[src/rtl/pkxd_pkg.sv]
// Shared constants, stream layouts and the fixed XOR table of the descrambler.
`default_nettype none
package pkxd_pkg;

  localparam int KEY_DEPTH       = 64;
  localparam int KIDX_W          = (KEY_DEPTH > 1) ? $clog2(KEY_DEPTH) : 1;
  localparam int FIXED_TABLE_LEN = 23;
  localparam int FIDX_W          = $clog2(FIXED_TABLE_LEN);

  // Field widths of one input beat
  localparam int KEY_INDEX_W     = 6;
  localparam int BYTE_W          = 8;
  localparam int OFFSET_W        = 16;
  localparam int LEN_W           = 7;

  // Bit positions inside the input tdata
  localparam int KEY_INDEX_LSB   = 0;
  localparam int BYTE_IN_LSB     = KEY_INDEX_LSB + KEY_INDEX_W;
  localparam int FIRST_LSB       = BYTE_IN_LSB + BYTE_W;
  localparam int OFFSET_LSB      = FIRST_LSB + 1;
  localparam int IN_USED_W       = OFFSET_LSB + OFFSET_W;
  localparam int IN_TDATA_W      = ((IN_USED_W + 7) / 8) * 8;
  localparam int OUT_TDATA_W     = BYTE_W;

  // Item kinds carried in tuser
  localparam logic OP_KEY_LOAD   = 1'b0;
  localparam logic OP_DATA       = 1'b1;

  function automatic logic [BYTE_W-1:0] fixed_tab(input logic [FIDX_W-1:0] idx);
    logic [BYTE_W-1:0] v;
    case (idx)
      5'd0:    v = 8'h40;
      5'd1:    v = 8'h21;
      5'd2:    v = 8'h28;
      5'd3:    v = 8'h38;
      5'd4:    v = 8'hA6;
      5'd5:    v = 8'h6E;
      5'd6:    v = 8'h43;
      5'd7:    v = 8'hA5;
      5'd8:    v = 8'h40;
      5'd9:    v = 8'h21;
      5'd10:   v = 8'h28;
      5'd11:   v = 8'h38;
      5'd12:   v = 8'hA6;
      5'd13:   v = 8'h43;
      5'd14:   v = 8'hA5;
      5'd15:   v = 8'h64;
      5'd16:   v = 8'h3E;
      5'd17:   v = 8'h65;
      5'd18:   v = 8'h24;
      5'd19:   v = 8'h20;
      5'd20:   v = 8'h46;
      5'd21:   v = 8'h6E;
      5'd22:   v = 8'h74;
      default: v = 8'h00;
    endcase
    return v;
  endfunction

endpackage
`default_nettype wire

[src/rtl/position_keyed_xor_descrambler.sv]
// Top level of the position-keyed XOR descrambler with its sequencer and key store.
//
// Usage:
//   s_axis carries one beat per item. tuser selects the kind: a key load
//   writes byte_in into key store entry key_index (ignored if beyond the
//   store); a data beat is XORed with the low byte of its position, the
//   fixed 23-entry table and, if key_length is nonzero, the key store.
//   first starts a buffer at start_offset; last is copied to m_axis_tlast.
//   cfg carries key_length; write it only while the block is idle.
// Sequencing:
//   A key load is written at acceptance and the port stays ready for the next beat.
//   A data beat within a buffer goes through accept, key store read
//   (registered read port), XOR into the output register.
//   The first beat of a buffer first reduces offset mod 23 and, when
//   key_length is nonzero, offset mod the key length clamped to the store depth:
//   one shared compare-and-subtract unit produces one remainder bit per cycle.
// Reset:
//   rst clears the position counters, key_length and the output valid.
//   Key store entries stay undefined until loaded.
// Stall:
//   The output register holds a result until m_axis_tready; the block still
//   accepts the next beat and stops only before writing another result.
`default_nettype none
module position_keyed_xor_descrambler (
  input  wire                                clk,
  input  wire                                rst,
  // cfg_data: key_length [6:0]
  input  wire                                cfg_valid,
  output logic                               cfg_ready,
  input  wire [pkxd_pkg::LEN_W-1:0]          cfg_data,
  input  wire                                s_axis_tvalid,
  output logic                               s_axis_tready,
  // s_axis_tdata: key_index [5:0], byte_in [13:6], first [14],
  //               start_offset [30:15], zero [31]
  input  wire [pkxd_pkg::IN_TDATA_W-1:0]     s_axis_tdata,
  // s_axis_tuser: op [0]
  input  wire                                s_axis_tuser,
  input  wire                                s_axis_tlast,
  output logic                               m_axis_tvalid,
  input  wire                                m_axis_tready,
  // m_axis_tdata: byte_out [7:0]
  output logic [pkxd_pkg::OUT_TDATA_W-1:0]   m_axis_tdata,
  output logic                               m_axis_tlast
);
  import pkxd_pkg::*;

  localparam int STEP_W = $clog2(OFFSET_W);
  localparam int KCMP_W = ((KIDX_W > LEN_W) ? KIDX_W : LEN_W) + 1;

  typedef enum logic [1:0] {S_IDLE, S_MOD, S_READ, S_EMIT} state_t;

  state_t                state;
  logic [LEN_W-1:0]      key_length;
  logic [BYTE_W-1:0]     pos_low;
  logic [FIDX_W-1:0]     fidx;
  logic [KIDX_W-1:0]     kidx;
  logic [BYTE_W-1:0]     byte_q;
  logic                  last_q;
  logic [OFFSET_W-1:0]   offset_q;
  logic [OFFSET_W-1:0]   dividend;
  logic [LEN_W-1:0]      rem;
  logic [STEP_W-1:0]     step;
  logic                  pass_key;
  logic [BYTE_W-1:0]     key_q;
  logic [BYTE_W-1:0]     key_store [KEY_DEPTH];

  // Unpacked input fields
  logic [KEY_INDEX_W-1:0] in_key_index;
  logic [BYTE_W-1:0]      in_byte;
  logic                   in_first;
  logic [OFFSET_W-1:0]    in_offset;
  logic                   in_fire;
  logic                   key_wr;

  assign in_key_index = s_axis_tdata[KEY_INDEX_LSB +: KEY_INDEX_W];
  assign in_byte      = s_axis_tdata[BYTE_IN_LSB +: BYTE_W];
  assign in_first     = s_axis_tdata[FIRST_LSB];
  assign in_offset    = s_axis_tdata[OFFSET_LSB +: OFFSET_W];

  assign cfg_ready     = 1'b1;
  assign s_axis_tready = (state == S_IDLE);
  assign in_fire       = s_axis_tvalid && s_axis_tready;
  assign key_wr        = in_fire && (s_axis_tuser == OP_KEY_LOAD)
                         && (32'(in_key_index) < KEY_DEPTH);

  // Key length in use, clamped to the store depth
  logic [LEN_W-1:0] len;
  assign len = (32'(key_length) > KEY_DEPTH) ? LEN_W'(KEY_DEPTH) : key_length;

  // Shared restoring remainder step: shift in one dividend bit, subtract if it fits
  logic [LEN_W-1:0] divisor;
  logic [LEN_W:0]   trial;
  logic [LEN_W-1:0] rem_next;
  assign divisor  = pass_key ? len : LEN_W'(FIXED_TABLE_LEN);
  assign trial    = {rem, dividend[OFFSET_W-1]};
  assign rem_next = (trial >= {1'b0, divisor}) ? LEN_W'(trial - {1'b0, divisor})
                                               : LEN_W'(trial);

  // XOR of one data byte and the wrapped successors of the indices
  logic [BYTE_W-1:0] x_byte;
  logic [FIDX_W-1:0] fidx_next;
  logic [KIDX_W-1:0] kidx_next;
  logic [KCMP_W-1:0] kidx_succ;
  logic              emit_ok;
  assign x_byte    = byte_q ^ pos_low ^ fixed_tab(fidx) ^ ((len != '0) ? key_q : '0);
  assign fidx_next = (32'(fidx) + 1 >= FIXED_TABLE_LEN) ? '0 : FIDX_W'(fidx + 1'b1);
  assign kidx_succ = KCMP_W'(kidx) + 1'b1;
  assign kidx_next = ((len == '0) || (kidx_succ >= KCMP_W'(len))) ? '0
                                                                   : KIDX_W'(kidx_succ);
  assign emit_ok   = !m_axis_tvalid || m_axis_tready;

  // Key store: one write port, registered read
  always_ff @(posedge clk) begin
    if (key_wr) begin
      key_store[KIDX_W'(in_key_index)] <= in_byte;
    end
    if (state == S_READ) begin
      key_q <= key_store[kidx];
    end
  end

  always_ff @(posedge clk) begin
    if (rst) begin
      state         <= S_IDLE;
      key_length    <= '0;
      pos_low       <= '0;
      fidx          <= '0;
      kidx          <= '0;
      m_axis_tvalid <= 1'b0;
      step          <= '0;
      pass_key      <= 1'b0;
    end else begin
      if (cfg_valid && cfg_ready) begin
        key_length <= cfg_data;
      end
      // Raise valid on a new result, drop it once the beat is taken
      if ((state == S_EMIT) && emit_ok) begin
        m_axis_tvalid <= 1'b1;
      end else if (m_axis_tvalid && m_axis_tready) begin
        m_axis_tvalid <= 1'b0;
      end
      case (state)
        S_IDLE: begin
          if (in_fire && (s_axis_tuser == OP_DATA)) begin
            byte_q <= in_byte;
            last_q <= s_axis_tlast;
            if (in_first) begin
              // Start a buffer: take the position, reduce the offset
              pos_low  <= in_offset[BYTE_W-1:0];
              offset_q <= in_offset;
              dividend <= in_offset;
              rem      <= '0;
              step     <= '0;
              pass_key <= 1'b0;
              state    <= S_MOD;
            end else begin
              state <= S_READ;
            end
          end
        end
        S_MOD: begin
          step <= step + 1'b1;
          if (step == STEP_W'(OFFSET_W - 1)) begin
            if (!pass_key) begin
              fidx <= FIDX_W'(rem_next);
              if (len == '0) begin
                kidx  <= '0;
                state <= S_READ;
              end else begin
                // Rerun the unit on the same offset against the key length
                pass_key <= 1'b1;
                dividend <= offset_q;
                rem      <= '0;
              end
            end else begin
              kidx  <= KIDX_W'(rem_next);
              state <= S_READ;
            end
          end else begin
            dividend <= {dividend[OFFSET_W-2:0], 1'b0};
            rem      <= rem_next;
          end
        end
        S_READ: begin
          state <= S_EMIT;
        end
        S_EMIT: begin
          // Hold here while the previous result is still waiting
          if (emit_ok) begin
            m_axis_tdata  <= x_byte;
            m_axis_tlast  <= last_q;
            pos_low       <= pos_low + 1'b1;
            fidx          <= fidx_next;
            kidx          <= kidx_next;
            state         <= S_IDLE;
          end
        end
        default: begin
          state <= S_IDLE;
        end
      endcase
    end
  end

endmodule
`default_nettype wire

[config.mk]
export PLATFORM = sky130hd
export DESIGN_NAME = position_keyed_xor_descrambler
export DESIGN_NICKNAME = d
export VERILOG_FILES = /design/src/rtl/pkxd_pkg.sv /design/src/rtl/position_keyed_xor_descrambler.sv
export SDC_FILE = /design/constraint.sdc
export NUM_CORES = 1
export LEC_CHECK = 0
export BUFFER_PORTS_ARGS = -buffer_cell sky130_fd_sc_hd__buf_2
export CAP_MARGIN = 0
export CORE_ASPECT_RATIO = 0.8
export CORE_UTILIZATION = 55
export DETAILED_ROUTE_END_ITERATION = 8
export PLACE_DENSITY_LB_ADDON = 0.2
export SKIP_LAST_GASP = 1
export SLEW_MARGIN = 20
export SYNTH_ARGS = -nofsm -noshare
export SYNTH_HDL_FRONTEND = slang
export SYNTH_SLANG_ARGS = --single-unit
[constraint.sdc]
create_clock -name clk -period 3.4 [get_ports clk]
set_input_delay 0.51 -clock clk [delete_from_list [all_inputs] [get_ports clk]]
set_output_delay 0.51 -clock clk [all_outputs]
set_load 0.05 [all_outputs]
==> flow_summary.ini, run 1 <==
[logic_synthesis]
synth.most_common_cell = edfxtp_1
synthCells = 1384
synth-xor-area-share_pct = 1.24
synth.avg_cell_area_um2 = 18.4
yosysWarnings = 0
synth-adder-area-share_pct = 1.55
synth-seq-area-share_pct = 71.4
synth_compound_area_share_pct = 3.40
synthArstFlopShare_pct = 0
synth_top_area_share_pct = 68.1
synth_edf_count = 577
synthSimpleGateAreaFrac_pct = 5.04
synth_cell_types = 68
synth_top_family_by_area = multiplexers
synthMuxAreaShare_pct = 15.6
synth_top_cells_by_count = edfxtp_1, mux4_2, nor2_1
synth_seq_cells = 619
ys.flop_type = edfxtp_1
syn-cell-area_um2 = 25500
synthTopCellsByArea = edfxtp_1, mux4_2, dfxtp_1
yosysTopAreaCell = edfxtp_1
synth_nets = 1461

[die]
core_area_um2 = 45700
die_w_um = 243
die_area_um2 = 47200
die_y_um = 194
start_util_pct = 55.7
num_rows = 70
num_io_pins = 58

[timing]
fmaxAchievable_mhz = 307
drv_slew = 0
rsz0062_at_grt = false
finClkSkew_ns = 0.0279
period_share_pct = 95.9
setup_viol = 0
tightest_slew_ns = 1.03
period_needed_ns = 3.26
hold_viol = 0
max_slew_margin_pct = 31.0
tns_ns = 0

[placement]
gp_congestion = 0.864
portBuffers = 55
place_area_um2 = 27300
placedCellCount = 2093
hpwlAfterDp_um = 36100

[global_route]
grt_overflow_total = 0
grt_pass1_wl_um = 83800
grt_util_all_layers_pct = 24.1
grt_max_degree = 66
grt_pass1_vias = 13400
antenna_found_initial = 3

[clocking]
clk_latency_ns = 0.62
cts_tree = done
cts_made_buffers = 57
cts_sinks = 619
root_buffer = clkbuf_16
clk_pin_slew_ns = 0.06
clockBufferDepth = 3
ctsHtreeMaxLevel = 2

[setup_path]
setup.worst_path.start_class = flop
cp.arrival_ns = 3.77
critPathMaxFanout = 5
cp.required_ns = 3.91
cp-end-kind = flop
worstSetupPathType = reg -> reg

[route]
drt_iter0_drc = 1354
wire_per_inst_um = 24.9
num_vias = 13400
dr.pass1.iters = 6
viasPerCell = 6.07
ant_nets = 0
drt_wl_total_um = 54900
drc = 0

[cells_and_area]
drive_above_1_share_pct = 30.3
final_nets = 1619
syn2layout_area_growth_pct = 14.9
fillers = 3152
design_area_um2 = 29300
finalNonFillerCells = 2202

[power_and_ir_drop]
p_sw_share_pct = 24.2
comb_power_share_pct = 14.1
powerDensity_nw_per_um2 = 605
p_switching_mw = 4.28
peakVddDrop_mv = 0.457
p_int_mw = 13.4
clkPwrFrac_pct = 36.7
pwr-share-seq_pct = 49.1
p_leak_nw = 9.38

[run]
drv_cap = 0

[status]
outcome = finished clean

[worst_hold_path]
min_path_type = in -> reg
## state kept, by name, indices dropped and copies added (netlist names), named ones only
name           cells
key_store        512
key_q              8
fidx               5
pos_low            8
kidx               6
pass_key           1
dividend          16
last_q             1
byte_q             8
m_axis_tdata       8
state              2
m_axis_tvalid      1
step               4
offset_q          16
key_length         7
rem                7
m_axis_tlast       1
## critical path, stage by stage, from the launching register on
cell	delay (ns)
dfxtp_4	0.39
nand2_2	0.09
ha_4	0.22
a211o_1	0.30
or2_4	0.23
or3_4	0.42
mux2_4	0.23
nor3_2	0.04
a211oi_2	0.21
nor2_2	0.07
buf_4	0.15
buf_4	0.13
ha_1	0.21
o21a_1	0.12
a211o_1	0.28
o221ai_1	0.07
## cell usage in the layout, fill, tap and decap left out, types with 7 or more instances in the layout
cell type | Yosys | final
a21oi_1 | 23 | 23
buf_4 | 2 | 115
buf_12 | 0 | 8
mux4_2 | 168 | 168
o21ai_0 | 35 | 35
a211oi_1 | 11 | 11
nor2_1 | 116 | 114
xnor2_1 | 32 | 32
nand3_1 | 21 | 20
ha_1 | 30 | 25
nor2b_1 | 8 | 7
nor3_1 | 12 | 11
buf_2 | 12 | 53
inv_1 | 35 | 32
bufinv_16 | 0 | 9
nand2_1 | 56 | 55
dfxtp_1 | 42 | 35
a22oi_1 | 18 | 18
clkbuf_16 | 0 | 57
mux2i_1 | 14 | 13
clkinv_1 | 0 | 10
clkbuf_1 | 53 | 8
nand4b_1 | 9 | 9
edfxtp_1 | 577 | 577
clkinv_2 | 0 | 16
## final cells by class
| type | instances | area [µm²] | area share (%) |
|---|---|---|---|
| Timing Repair Buffer | 176 | 1290 | 4.40 |
| Clock inverter | 41 | 438 | 1.50 |
| Antenna cell | 1 | 2.50 | 0.00855 |
| Tap cell | 612 | 766 | 2.62 |
| Sequential cell | 619 | 18200 | 62.2 |
| Clock buffer | 65 | 1460 | 4.98 |
| Multi-Input combinational cell | 652 | 6980 | 23.9 |
| Inverter | 36 | 138 | 0.470 |
## per-layer routing
metal / vias up / track usage (%) / routed length, µm
met3: 96 / 5.16 / 4210
met2: 477 / 35.0 / 24700
met4: 2 / 7.76 / 1470
met5: - / 0 / 11
met1: 6930 / 36.9 / 24500
li1: 5872 / - / -
## power groups by stage
stage / Combinational (mW) / Sequential, mW / Clock [mW]
2_1_floorplan: 1.64 / 8.81 / 0
3_3_place_gp: 2.44 / 8.85 / 0
3_5_place_dp: 2.49 / 8.86 / 0
4_1_cts: 2.50 / 8.69 / 6.64
5_1_grt: 2.70 / 8.71 / 6.88
6_report: 2.51 / 8.69 / 6.51
## stage by stage
stage	util (%)	hold WS [ns]	power (mW)	worst slack, ns
after detailed placement	59.7	0.409	11.3	-0.0822
after global routing	64.0	0.0711	18.3	0.00606
final	64.0	0.0997	17.7	0.138
after CTS	63.9	0.0504	17.8	0.0511
after floorplan	-	0.400	10.4	-0.0404
after global placement	59.7	0.410	11.3	0.00568
## path summary, 6_finish.rpt
kind	startpoint	endpoint	slack (ns)	cells after the start
max	key_length[6]	flop	0.14	15
min	s_axis_tdata[25]	offset_q[10]	0.1	1
max reg2reg	key_length[6]	flop	0.14	15
min reg2reg	last_q	m_axis_tlast	0.44	0
## timing repair
action / 4_1_cts / 5_1_grt
pin swaps: 0 / 5
gates resized for setup: 2 / 8
buffers inserted: 0 / 2
hold buffers: 0 / 0
endpoints found under the setup margin: 5 / 5
## cells by family after synthesis
family,Yosys count
other,1
adders and majority gates,31
AOI/OAI and AO/OA,128
DFF,619
buffers and inverters,113
and+or+nand+nor,270
xor gates and xnor gates,36
muxes,186
No activity file was read; power rests on OpenSTA's default activity.
==> inputs of run 2 (changes only) <==
==> constraint.sdc (replaced) <==
create_clock -name clk -period 3.55 [get_ports clk]
set_input_delay 0.5325 -clock clk [delete_from_list [all_inputs] [get_ports clk]]
set_output_delay 0.5325 -clock clk [all_outputs]
set_load 0.05 [all_outputs]
==> flow_summary.ini, run 2 (same netlist as run 1, synthesis figures left out) <==
[cells_and_area]
drive_above_1_share_pct = 29.3
final_nets = 1625
diodes = 0
finalNonFillerCells = 2208
design_area_um2 = 29200
reg_top3 = key_store (512), dividend (16), offset_q (16)
final_common_cell = edfxtp_1
utilization_pct = 63.8
largest_reg_flops = 512
syn2layout_area_growth_pct = 14.6
final_cell_mix = edfxtp_1, mux4_2, buf_4
largest_register = key_store

[die]
die_w_um = 243
num_rows = 70
num_io_pins = 58
die_y_um = 194
start_util_pct = 55.7
core_area_um2 = 45700
die_area_um2 = 47200

[clocking]
clockBufferDepth = 3
clk_latency_ns = 0.61
root_buffer = clkbuf_16
cts_made_buffers = 57
cts_tree = done
cts_sinks = 619
ctsHtreeMaxLevel = 2
clk_pin_slew_ns = 0.07

[power_and_ir_drop]
comb_power_share_pct = 14.0
powerDensity_nw_per_um2 = 578
p_leak_nw = 9.36
peakVddDrop_mv = 0.417
p_sw_share_pct = 24.3
p_switching_mw = 4.10
p_total_mw = 16.9
pwr-share-seq_pct = 49.4
clkPwrFrac_pct = 36.6
p_int_mw = 12.8

[placement]
portBuffers = 55
pre_cts_slack_ns = -0.0542
hpwlAfterDp_um = 36700
place_area_um2 = 27200
gp_congestion = 0.847
placedCellCount = 2098

[run]
drv_cap = 0

[timing]
hold_slack_ns = 0.106
setup_viol = 0
max_slew_margin_pct = 25.9
finClkSkew_ns = 0.00801
drv_slew = 0
period_share_pct = 97.7
tightest_slew_ns = 1.11
fmaxAchievable_mhz = 288
hold_viol = 0
rsz0062_at_grt = true
finalWorstSetupSlack_ns = 0.0807
tns_ns = 0
period_needed_ns = 3.47

[setup_path]
cp.required_ns = 4.03
cp-end-kind = flop
worstSetupPathType = reg -> reg
setup.worst_path.start_class = flop
cp.arrival_ns = 3.95
critPathMaxFanout = 7

[route]
dr.pass1.iters = 6
ant_nets = 0
drc = 0
drt_wl_total_um = 56400
drt_iter0_drc = 1348
num_vias = 13400
wire_per_inst_um = 25.5
viasPerCell = 6.09

[global_route]
grt_max_degree = 55
grt_pass1_vias = 13300
antenna_found_initial = 2
grt_util_all_layers_pct = 24.6
grt_pass1_wl_um = 84800
grt_overflow_total = 0

[worst_hold_path]
min_path_type = in -> reg

[status]
outcome = finished clean
==> run 2: cell count changes in the layout (fill, tap and decap cells not counted), moves of 3 or more <==
cell / previous run / this run
clkbuf_1: 8 / 12
ha_4: 4 / 0
clkinv_2: 16 / 8
clkinv_1: 10 / 14
ha_1: 25 / 29
buf_4: 115 / 120
clkinvlp_4: 2 / 5
==> run 2: repair_timing <==
action / in CTS / in global routing
pin swaps: 0 / 3
buffers inserted: 0 / 2
endpoints found under the setup margin: 3 / 5
resized for setup: 2 / 5
hold buffers: 0 / 0
==> run 2: final cells by class <==
type / instances / area (µm²)
timing repair buffer: 182 / 1320
clock buffer: 71 / 1520
multi-input combinational: 652 / 6900
tap: 612 / 766
clock inverter: 36 / 358
sequential: 619 / 18200
inverter: 36 / 135
fill: 3191 / 16500
==> run 2: metal layers <==
metal	GRT usage, %	vias up	share of wire, %
met5	0	-	0.023
met4	6.56	2	2.1
met3	5.52	80	8.6
met2	36.6	569	46
met1	36.9	6911	43
li1	-	5886	-
==> run 2: power groups by stage <==
stage          Clock [mW]  Combinational, mW  Sequential, mW
2_1_floorplan           0               1.55            8.43
3_3_place_gp            0               2.29            8.48
3_5_place_dp            0               2.33            8.49
4_1_cts              6.26               2.34            8.33
5_1_grt              6.53               2.53            8.35
6_report             6.18               2.35            8.33
==> run 2: critical path, cell delays in order, from the launching register on <==
cell      delay [ns]
dfxtp_2         0.38
nand2_1         0.09
ha_1            0.34
a211o_1         0.35
or2_4           0.24
or3_4           0.44
mux2i_4         0.22
a221oi_1        0.31
nor2_1          0.10
inv_1           0.14
ha_1            0.26
nor3_1          0.29
o221ai_1        0.18
==> run 2: worst paths after layout <==
check,start,depth (start not counted),slack [ns],to
worst max-delay path,pass_key,12,0.08,flop
worst min-delay path,s_axis_tdata[24],1,0.11,offset_q[9]
worst max register to register,pass_key,12,0.08,flop
worst min register to register,last_q,0,0.42,m_axis_tlast
==> inputs of run 3 (changes only) <==
==> constraint.sdc (replaced) <==
create_clock -name clk -period 3.5 [get_ports clk]
set_input_delay 0.525 -clock clk [delete_from_list [all_inputs] [get_ports clk]]
set_output_delay 0.525 -clock clk [all_outputs]
set_load 0.05 [all_outputs]
==> flow_summary.ini, run 3 (same netlist as run 1, synthesis figures left out) <==
[clocking]
root_buffer = clkbuf_16
clockBufferDepth = 3
clk_pin_slew_ns = 0.06
clk_latency_ns = 0.63
cts_tree = done
ctsHtreeMaxLevel = 2
cts_made_buffers = 59
cts_sinks = 619

[route]
wire_per_inst_um = 25.5
drt_iter0_drc = 1417
num_vias = 13500
drt_wl_total_um = 56200
dr.pass1.iters = 8
viasPerCell = 6.12
drc = 0
ant_nets = 0

[placement]
hpwlAfterDp_um = 35800
portBuffers = 55
place_area_um2 = 27200
placedCellCount = 2094
gp_congestion = 0.879

[setup_path]
cp.required_ns = 4.02
ff2ff_setup_slack_ns = 0.13
setup.worst_path.start_class = flop
cp.arrival_ns = 3.89
setup.worst_path.start = pass_key
cp-end-kind = flop
worstSetupPathType = reg -> reg
reg2regPathDepth = 13
slowest_delay_ns = 0.43
cp.depth = 13
crit_slowest_cell = or3_4
critPathMaxFanout = 5
rr_startpoint = pass_key
crit_path_cell_trace = nand2_1 -> ha_4 -> a211o_1 -> or2_4 -> or3_4 -> mux2i_4 -> a221oi_2 -> nor2_1 -> buf_4 -> buf_4 -> ha_1 -> a211o_1 -> o221ai_1
path_delay_family = compound AO/OA/AOI/OAI gates
timing.critical_path.buf_inv = 2

[die]
num_rows = 70
die_y_um = 194
core_area_um2 = 45700
start_util_pct = 55.7
die_w_um = 243
num_io_pins = 58
die_area_um2 = 47200

[cells_and_area]
multi_input_area_um2 = 6910
design_area_um2 = 29200
finalNonFillerCells = 2206
reg_top3 = key_store (512), dividend (16), offset_q (16)
final_cell_mix = edfxtp_1, mux4_2, buf_4
register_area_um2 = 18200
fillers = 3204
drive_above_1_share_pct = 29.8
diodes = 0
final_nets = 1623
final_common_cell = edfxtp_1
syn2layout_area_growth_pct = 14.7
largest_register = key_store
largest_reg_flops = 512
utilization_pct = 63.9

[global_route]
antenna_found_initial = 2
grt_pass1_vias = 13500
grt_overflow_total = 0
grt_max_degree = 84
grt_pass1_wl_um = 85500
grt_util_all_layers_pct = 24.6

[timing]
drv_slew = 0
tightest_slew_ns = 1.02
period_needed_ns = 3.37
finClkSkew_ns = 0.0194
fmaxAchievable_mhz = 297
period_share_pct = 96.3
hold_viol = 0
setup_viol = 0
max_slew_margin_pct = 31.8

[worst_hold_path]
min_path_type = in -> reg

[run]
drv_cap = 0

[power_and_ir_drop]
powerDensity_nw_per_um2 = 590
p_total_mw = 17.2
peakVddDrop_mv = 0.407
p_leak_nw = 9.37

[status]
outcome = finished clean
[run 3: cell count changes in the layout (fill, tap and decap cells not counted), moves of 2 or more]
| cell | change |
|---|---|
| buf_12 | -2 |
| inv_6 | +2 |
| clkinv_1 | -3 |
| clkbuf_8 | +2 |
| clkinv_4 | +3 |
| clkbuf_1 | -4 |
[run 3: timing repair]
action / CTS / global route
setup buffers: 0 / 3
hold buffers: 0 / 0
endpoints found under the hold margin: 0 / 0
endpoints found under the setup margin: 2 / 7
pin swaps: 0 / 5
gates resized for setup: 1 / 7
[run 3: worst min-delay path by stage]
| stage | from | to | slack (ns) | depth (start not counted) |
|---|---|---|---|---|
| floorplan | last_q | m_axis_tlast | 0.40 | 0 |
| global placement | last_q | m_axis_tlast | 0.42 | 0 |
| detailed placement | last_q | m_axis_tlast | 0.43 | 0 |
| CTS | s_axis_tlast | last_q | 0.05 | 1 |
| global route | s_axis_tdata[29] | offset_q[14] | 0.07 | 1 |
| finish | s_axis_tlast | last_q | 0.09 | 1 |
[run 3: area by class of cell]
type                            count  share of cell area, %
Clock buffer                       70                   5.34
Clock inverter                     39                   1.32
Inverter                           36                  0.463
Multi-Input combinational cell    652                   23.7
Sequential cell                   619                   62.3
Tap cell                          612                   2.62
Timing Repair Buffer              178                   4.33
[run 3: metal layers]
metal | vias up | global-route usage, % | wire (µm)
met4 | 0 | 6.26 | 1060
met2 | 545 | 37.3 | 26100
li1 | 5885 | - | -
met3 | 86 | 3.77 | 4220
met1 | 6995 | 37.7 | 24800
met5 | - | 0 | 0
[run 3: power by group]
part	internal [mW]	total [mW]	leakage [nW]	switching, mW
Combinational	1.04	2.41	2.90	1.36
Clock	3.63	6.39	0.934	2.75
Sequential	8.31	8.42	5.54	0.113
Total	13.0	17.2	9.37	4.23
[run 3: stage by stage]
stage / hold slack [ns] / setup TNS [ns] / setup slack [ns]
after floorplan: 0.400 / 0 / 0.000543
after global placement: 0.425 / 0 / 0.0269
after detailed placement: 0.430 / -0.0135 / -0.0135
after CTS: 0.0540 / 0 / 0.0159
after global routing: 0.0696 / -0.0310 / -0.0208
final: 0.0857 / 0 / 0.131
